--- src/sv/s2d_pkg.sv ---
// Package for the speed-to-duty interpolator: item type, table sizes and the
// constant speed, duty and slope tables. No dependencies.
`default_nettype none
package s2d_pkg;

  localparam int ROM_CAP    = 64;   // table capacity
  localparam int ROM_FILLED = 17;   // points defined in the tables
  localparam int SEG_W      = 6;    // segment index width for ROM_CAP points
  localparam int SPEED_W    = 16;   // input speed width
  localparam int ABS_W      = 17;   // magnitude of a 16-bit signed speed
  localparam int X_W        = 10;   // width of a speed table entry
  localparam int DS_W       = 7;    // offset into a segment (widest is 82)
  localparam int DUTY_W     = 14;   // output duty width
  localparam int MAG_W      = 15;   // magnitude, same width as the limit
  localparam int FRAC       = 16;   // fraction bits of the slope table
  localparam int SLOPE_W    = 21;
  localparam int PROD_W     = DS_W + SLOPE_W;
  localparam int Q_W        = PROD_W - FRAC;
  localparam int SLOPE_NUM  = 500 * (2 ** FRAC);  // duty step of 500 per segment
  localparam logic [MAG_W-1:0] LIMIT_RESET = 15'd10000;

  // Speed points in tenths of a unit.
  localparam logic [X_W-1:0] SPEED_ROM [ROM_CAP] = '{
    0: 10'd0,    1: 10'd54,   2: 10'd130,  3: 10'd184,
    4: 10'd222,  5: 10'd276,  6: 10'd342,  7: 10'd380,
    8: 10'd458,  9: 10'd496,  10: 10'd572, 11: 10'd648,
    12: 10'd678, 13: 10'd760, 14: 10'd818, 15: 10'd884,
    16: 10'd938, default: 10'd0
  };

  localparam logic [DUTY_W-1:0] DUTY_ROM [ROM_CAP] = '{
    0: 14'd0,     1: 14'd500,   2: 14'd1000,  3: 14'd1500,
    4: 14'd2000,  5: 14'd2500,  6: 14'd3000,  7: 14'd3500,
    8: 14'd4000,  9: 14'd4500,  10: 14'd5000, 11: 14'd5500,
    12: 14'd6000, 13: 14'd6500, 14: 14'd7000, 15: 14'd7500,
    16: 14'd8000, default: 14'd0
  };

  // Rounded-up reciprocal slopes dy * 2^FRAC / width. With offsets below 128
  // the truncated product equals the exact floor of offset * dy / width.
  localparam logic [SLOPE_W-1:0] SLOPE_ROM [ROM_CAP] = '{
    0: SLOPE_W'((SLOPE_NUM + 53) / 54),  1: SLOPE_W'((SLOPE_NUM + 75) / 76),
    2: SLOPE_W'((SLOPE_NUM + 53) / 54),  3: SLOPE_W'((SLOPE_NUM + 37) / 38),
    4: SLOPE_W'((SLOPE_NUM + 53) / 54),  5: SLOPE_W'((SLOPE_NUM + 65) / 66),
    6: SLOPE_W'((SLOPE_NUM + 37) / 38),  7: SLOPE_W'((SLOPE_NUM + 77) / 78),
    8: SLOPE_W'((SLOPE_NUM + 37) / 38),  9: SLOPE_W'((SLOPE_NUM + 75) / 76),
    10: SLOPE_W'((SLOPE_NUM + 75) / 76), 11: SLOPE_W'((SLOPE_NUM + 29) / 30),
    12: SLOPE_W'((SLOPE_NUM + 81) / 82), 13: SLOPE_W'((SLOPE_NUM + 57) / 58),
    14: SLOPE_W'((SLOPE_NUM + 65) / 66), 15: SLOPE_W'((SLOPE_NUM + 53) / 54),
    default: SLOPE_W'(0)
  };

  // One classified speed on its way from the front to the back.
  typedef struct packed {
    logic             neg;
    logic [SEG_W-1:0] seg;
    logic [DS_W-1:0]  ds;
  } s2d_item_t;

endpackage
`default_nettype wire

--- src/sv/s2d_front.sv ---
// Front of the interpolator: takes the speed magnitude and finds its segment
// and offset with a parallel compare. Depends on s2d_pkg.
`default_nettype none
module s2d_front #(
  parameter int NUM_SEG = 16
) (
  input  wire logic [s2d_pkg::SPEED_W-1:0] speed,
  output s2d_pkg::s2d_item_t               item
);

  logic [s2d_pkg::ABS_W-1:0] mag;
  logic [s2d_pkg::SEG_W-1:0] seg;
  logic [s2d_pkg::ABS_W-1:0] diff;
  logic                      hit_any;

  assign mag = speed[s2d_pkg::SPEED_W-1]
             ? (s2d_pkg::ABS_W'(0) - {speed[s2d_pkg::SPEED_W-1], speed})
             : {1'b0, speed};

  // The points rise, so the compares form a thermometer; the lowest hit wins.
  always_comb begin
    seg     = s2d_pkg::SEG_W'(NUM_SEG);
    hit_any = 1'b0;
    for (int i = NUM_SEG - 1; i >= 0; i--) begin
      if (mag <= s2d_pkg::ABS_W'(s2d_pkg::SPEED_ROM[i+1])) begin
        seg     = s2d_pkg::SEG_W'(i);
        hit_any = 1'b1;
      end
    end
  end

  // Beyond the last point the segment index names the last point itself and
  // a zero offset leaves its duty untouched.
  assign diff = mag - s2d_pkg::ABS_W'(s2d_pkg::SPEED_ROM[seg]);

  assign item.neg = speed[s2d_pkg::SPEED_W-1];
  assign item.seg = seg;
  assign item.ds  = hit_any ? diff[s2d_pkg::DS_W-1:0] : '0;

endmodule
`default_nettype wire

--- src/sv/s2d_queue.sv ---
// Two-entry queue between the front and the back of the interpolator.
// Depends on s2d_pkg for the item type.
`default_nettype none
module s2d_queue (
  input  wire logic               clk,
  input  wire logic               rst_n,
  input  wire logic               push,
  input  wire s2d_pkg::s2d_item_t push_item,
  output logic                    full,
  input  wire logic               pop,
  output logic                    not_empty,
  output s2d_pkg::s2d_item_t      pop_item
);

  s2d_pkg::s2d_item_t mem_r [2];
  logic       wr_ptr_r, wr_ptr_nxt;
  logic       rd_ptr_r, rd_ptr_nxt;
  logic [1:0] count_r, count_nxt;

  assign full      = (count_r == 2'd2);
  assign not_empty = (count_r != 2'd0);
  assign pop_item  = mem_r[rd_ptr_r];

  always_comb begin
    wr_ptr_nxt = wr_ptr_r ^ push;
    rd_ptr_nxt = rd_ptr_r ^ pop;
    count_nxt  = count_r + {1'b0, push} - {1'b0, pop};
  end

  always_ff @(posedge clk) begin
    if (!rst_n) begin
      wr_ptr_r <= 1'b0;
      rd_ptr_r <= 1'b0;
      count_r  <= 2'd0;
    end else begin
      wr_ptr_r <= wr_ptr_nxt;
      rd_ptr_r <= rd_ptr_nxt;
      count_r  <= count_nxt;
    end
  end

  always_ff @(posedge clk) begin
    if (push) begin
      mem_r[wr_ptr_r] <= push_item;
    end
  end

endmodule
`default_nettype wire

--- src/sv/s2d_back.sv ---
// Back of the interpolator: slope multiply, then base add, clamp and sign
// into the output register. Depends on s2d_pkg.
`default_nettype none
module s2d_back (
  input  wire logic                        clk,
  input  wire logic                        rst_n,
  input  wire logic                        item_valid,
  input  wire s2d_pkg::s2d_item_t          item,
  output logic                             item_pop,
  input  wire logic [s2d_pkg::MAG_W-1:0]   limit,
  output logic                             out_valid,
  input  wire logic                        out_ready,
  output logic [s2d_pkg::DUTY_W-1:0]       out_duty
);

  logic                         mul_valid_r;
  logic                         mul_neg_r;
  logic [s2d_pkg::PROD_W-1:0]   mul_prod_r;
  logic [s2d_pkg::DUTY_W-1:0]   mul_base_r;
  logic                         out_valid_r;
  logic [s2d_pkg::DUTY_W-1:0]   out_duty_r;
  logic                         out_adv;
  logic                         mul_adv;
  logic [s2d_pkg::Q_W-1:0]      quot;
  logic [s2d_pkg::MAG_W-1:0]    mag;
  logic [s2d_pkg::MAG_W-1:0]    mag_clamped;
  logic [s2d_pkg::DUTY_W-1:0]   duty_nxt;

  assign out_adv  = !out_valid_r || out_ready;
  assign mul_adv  = !mul_valid_r || out_adv;
  assign item_pop = item_valid && mul_adv;

  assign quot        = mul_prod_r[s2d_pkg::PROD_W-1:s2d_pkg::FRAC];
  assign mag         = {1'b0, mul_base_r} + s2d_pkg::MAG_W'(quot);
  assign mag_clamped = (mag > limit) ? limit : mag;
  assign duty_nxt    = mul_neg_r ? (s2d_pkg::DUTY_W'(0) - mag_clamped[s2d_pkg::DUTY_W-1:0])
                                 : mag_clamped[s2d_pkg::DUTY_W-1:0];

  always_ff @(posedge clk) begin
    if (!rst_n) begin
      mul_valid_r <= 1'b0;
      out_valid_r <= 1'b0;
    end else begin
      if (mul_adv) begin
        mul_valid_r <= item_valid;
      end
      if (out_adv) begin
        out_valid_r <= mul_valid_r;
      end
    end
  end

  always_ff @(posedge clk) begin
    if (item_pop) begin
      mul_neg_r  <= item.neg;
      mul_base_r <= s2d_pkg::DUTY_ROM[item.seg];
      mul_prod_r <= s2d_pkg::PROD_W'(item.ds) * s2d_pkg::PROD_W'(s2d_pkg::SLOPE_ROM[item.seg]);
    end
    if (out_adv && mul_valid_r) begin
      out_duty_r <= duty_nxt;
    end
  end

  assign out_valid = out_valid_r;
  assign out_duty  = out_duty_r;

endmodule
`default_nettype wire

--- src/sv/speed_to_duty_interpolator.sv ---
// Top level of the speed-to-duty interpolator: front classifier, queue and
// back datapath, plus the duty limit register. Depends on s2d_pkg.
//
// Maps a signed speed in tenths of a unit to a signed PWM duty by linear
// interpolation over a constant table of up to 17 points, truncating toward
// zero, with the sign restored and the magnitude clamped to duty_limit.
// Speeds beyond the last point give the last duty, also clamped. One
// transaction is taken per clock while the queue is not full; a result passes
// from the front compare, which writes the queue at the accepting edge, to
// the slope multiply, then to the base add and clamp into the output
// register, and the two-entry queue lets the input keep flowing until it fills
// while the output is stalled. duty_limit resets to 10000 and is written
// through the cfg channel, which is always ready.
`default_nettype none
module speed_to_duty_interpolator #(
  parameter int TABLE_POINTS = 17
) (
  input  wire logic        clk,
  input  wire logic        rst_n,
  input  wire logic        in_tvalid,
  output logic             in_tready,
  input  wire logic [15:0] in_tdata,   // [15:0] speed_in
  output logic             out_tvalid,
  input  wire logic        out_tready,
  output logic [15:0]      out_tdata,  // [13:0] duty_out, [15:14] zero
  input  wire logic        cfg_valid,
  output logic             cfg_ready,
  input  wire logic [14:0] cfg_data    // [14:0] duty_limit
);

  localparam int NUM_PTS = (TABLE_POINTS > s2d_pkg::ROM_FILLED) ? s2d_pkg::ROM_FILLED
                         : (TABLE_POINTS < 2) ? 2 : TABLE_POINTS;

  logic [s2d_pkg::MAG_W-1:0]  limit_r;
  s2d_pkg::s2d_item_t         front_item;
  s2d_pkg::s2d_item_t         q_item;
  logic                       q_full;
  logic                       q_not_empty;
  logic                       q_pop;
  logic                       push;
  logic [s2d_pkg::DUTY_W-1:0] duty;

  assign cfg_ready = 1'b1;
  assign in_tready = !q_full;
  assign push      = in_tvalid && !q_full;

  always_ff @(posedge clk) begin
    if (!rst_n) begin
      limit_r <= s2d_pkg::LIMIT_RESET;
    end else if (cfg_valid) begin
      limit_r <= cfg_data;
    end
  end

  s2d_front #(
    .NUM_SEG (NUM_PTS - 1)
  ) u_front (
    .speed (in_tdata),
    .item  (front_item)
  );

  s2d_queue u_queue (
    .clk       (clk),
    .rst_n     (rst_n),
    .push      (push),
    .push_item (front_item),
    .full      (q_full),
    .pop       (q_pop),
    .not_empty (q_not_empty),
    .pop_item  (q_item)
  );

  s2d_back u_back (
    .clk        (clk),
    .rst_n      (rst_n),
    .item_valid (q_not_empty),
    .item       (q_item),
    .item_pop   (q_pop),
    .limit      (limit_r),
    .out_valid  (out_tvalid),
    .out_ready  (out_tready),
    .out_duty   (duty)
  );

  assign out_tdata = {2'b00, duty};

endmodule
`default_nettype wire

--- config.mk ---
export PLATFORM = sky130hd
export DESIGN_NAME = speed_to_duty_interpolator
export DESIGN_NICKNAME = d
export VERILOG_FILES = /design/src/sv/s2d_pkg.sv /design/src/sv/s2d_front.sv /design/src/sv/s2d_queue.sv /design/src/sv/s2d_back.sv /design/src/sv/speed_to_duty_interpolator.sv
export SDC_FILE = /design/constraint.sdc
export NUM_CORES = 1
export LEC_CHECK = 0
export BUFFER_PORTS_ARGS = -buffer_cell sky130_fd_sc_hd__buf_4
export CAP_MARGIN = 20
export CORE_MARGIN = 4
export CORE_UTILIZATION = 28
export DETAILED_ROUTE_END_ITERATION = 8
export PLACE_DENSITY = 0.5
export SKIP_LAST_GASP = 1
export SYNTH_ARGS = -nofsm -noshare
export SYNTH_HDL_FRONTEND = slang
export SYNTH_SLANG_ARGS = --single-unit
--- constraint.sdc ---
create_clock -name clk -period 17.4 [get_ports clk]
set_input_delay 0.87 -clock clk [delete_from_list [all_inputs] [get_ports clk]]
set_output_delay 0.87 -clock clk [all_outputs]
set_load 0.005 [all_outputs]
==> impl_metrics.toml <==
[setup_path]
cp_max_fo = 25
crit_chain = "buf_4, mux2i_1, inv_1, ha_1, a21o_1, a221oi_1, nand2_1, fa_1, inv_1, fa_1, fa_1, fa_1, ha_1, a21o_1, a21o_1, a21oi_1, o211ai_1, nor2_1, o31a_1, o311ai_1, a21oi_1, xnor2_1"
worstSetupEndpointType = "flip-flop"
cp.required_ps = 17500
cp_common_cell = "fa_1"
critPathLaunchType = "flip-flop"
crit_path_top_delay_cell = "a221oi_1"
crit_arrival_ps = 7760
crit_type = "flip-flop to flip-flop"
worstPathBufferInverterCount = 3
critPathMaxStageDelay_ps = 830
cpLargestDelayFamily = "adder cells"

[clocking]
clk_pin_slew_ps = 60
cts_tree = "built"
cts_root_buffer = "clkbuf_16"
post-cts-setup-buffers = 0
clock_sinks = 86
cts.htree.levels = 3
postCtsHoldBufs = 0
clockBufferDepth = 2
cts_resized = 0
clock_latency_ps = 340
cts_made_buffers = 9

[pwr]
peakVddDrop_mv = 0.0488
p_per_area_nw_per_um2 = 133
p_leak_nw = 5.29

[timing]
worst_slack_ps = 9740
relSlewSlack_pct = 32.8
period_share_pct = 44.0
worst_pin_slew_ps = 1010
skew_ps = 5.39
setup_viol = 0
fin_tns_setup_ps = 0
hold_viol_final = 0
fin_crit_ps = 7660
drv_slew = 0
grt_setup_unrepaired = "false"
fmax_mhz = 130

[grt]
gr-total-overflow = 0
grt_max_degree = 40
grt_pass1_vias = 8736
antenna_found_initial = 0
grt_pass1_wl_mm = 45.6
track_usage_pct = 13.1

[synth]
seq_area_frac_synth_pct = 21.8
synth_edf_count = 64
synth_area_leaders = "edfxtp_1 (18%), fa_1 (18%), ha_1 (11%)"
ys_ff_latch = 86
ys_top_cells_by_count = "nand2_1 (180), inv_1 (131), fa_1 (95), ha_1 (92), nor2_1 (77)"
yosysUniqueCellTypes = 90
yosys.area.top_type = "edfxtp_1"
syn_inst = 1232
yosysMostFrequentCell = "nand2_1"
async_reset_ff_share_pct = 0
yosys_warnings = 0
synth_top_area_share_pct = 17.8
synthesis.area_um2 = 10800
synthFlopType = "edfxtp_1"
synth.avg_cell_area_um2 = 8.78

[detailed_routing]
routed_wl_mm = 27.1
avgViaCountPerCell = 4.95
wl_met1_mm = 12.9
wl_per_cell_um = 15.4
vias = 8701
ant_nets = 0
top_layer = "met4"
drt_pass1_iterations = 5
drtIter0Drc = 605
drc_errors = 0
routed-wl-met2_mm = 13.2
wl_met3_um = 770

[layout]
fin_nets = 1466
antenna_cells = 0
nFillCells = 4039
drive_above_1_share_pct = 8.97
area.growth.synth_to_final_pct = 10.8
final_util_pct = 31.6

[place]
dp.final_hpwl_mm = 21.2
dp_slack_ps = 9650
gp_congestion = 0.867
portBuffers = 51

[die]
io_pins = 55
die_x_um = 205
die_h_um = 205
start_util_pct = 28.5
rows = 71
coreArea_um2 = 37900
die_area_um2 = 41900

[outcome]
status = "finished clean"

[job]
drv_cap = 0

[min_path]
hp-class = "flip-flop to flip-flop"
==> metrics by stage <==
step	hold WS [ps]	total power [W]	std cells	cell area, um^2
4_1_cts	510	0.00161	1759	12000
6_report	506	0.00159	1759	12000
3_3_place_gp	495	0.00138	1743	11700
5_1_grt	538	0.00176	1759	12000
3_5_place_dp	499	0.00139	1743	11700
2_1_floorplan	466	0.00112	1233	10800
==> per-layer routing <==
metal  track usage (%)  vias to the layer above
met2              22.4                      158
met4              2.08                        0
li1                  -                     4259
met3              1.60                       22
met1              18.3                     4262
met5                 0                        -
==> final timing paths <==
path,from,slack (ps),end,cells after the start
max,flip-flop,9740,u_back.mul_prod_r[27]$_DFFE_PP_,22
min,u_back.mul_valid_r$_SDFFE_PN0N_,510,u_back.mul_valid_r$_SDFFE_PN0N_,2
max reg2reg,flip-flop,9740,u_back.mul_prod_r[27]$_DFFE_PP_,22
min reg2reg,u_back.mul_valid_r$_SDFFE_PN0N_,510,u_back.mul_valid_r$_SDFFE_PN0N_,2
==> tightest hold or removal path, stage by stage (launching register included) <==
cell and delay (ps):
dfxtp_1 340, nand2_1 60, a21boi_0 60
==> report_power, final <==
| group | internal [W] | switching (W) |
|---|---|---|
| registers | 0.000320 | 0.0000305 |
| logic | 0.000402 | 0.000627 |
| clock network | 0.000128 | 0.0000824 |
==> cell type report <==
type	count	area (um^2)	share of cell area, %
clock buffer	9	225	1.88
clock inverter	7	104	0.866
inverter	133	499	4.17
multi-input combinational	956	7730	64.5
sequential	86	2360	19.7
tap	511	639	5.33
timing repair buffer	57	428	3.57
==> cells by family (layout without fill, tap and decap cells) <==
logic type | count (synthesis) | after routing | share of synthesized area [%]
adders and majority gates | 187 | 187 | 28.2
buffers and inverters | 191 | 206 | 6.98
DFF | 86 | 86 | 21.8
other | 2 | 3 | 0.0694
and+or+nand+nor | 433 | 433 | 19.4
xor gates and xnor gates | 50 | 50 | 4.05
muxes | 43 | 43 | 4.26
AOI/OAI and AO/OA | 240 | 240 | 15.2
==> flip-flops by register name, indices dropped and copies added, names as in the netlist, named ones only <==
name                cells
u_queue.mem_r          26
limit_r                15
u_back.out_duty        14
u_back.mul_prod_r      12
u_back.mul_base_r      11
u_queue.count_r         2
u_back.mul_neg_r        1
u_back.mul_valid_r      1
u_back.out_valid        1
u_queue.rd_ptr_r        1
u_queue.wr_ptr_r        1
==> cell usage in the layout, fill, tap and decap left out, types with 21 or more instances in the layout <==
master and count:
xor2_1 21, fa_1 95, inv_1 131, xnor2_1 29, mux2i_1 27, nand3_1 21, nand2_1 180, buf_4 57
dfxtp_1 22, edfxtp_1 64, nor2b_1 40, nor2_1 77, a21oi_1 53, o21ai_0 43, ha_1 92, nor3_1 22
Power figures use the tool's default switching activity.
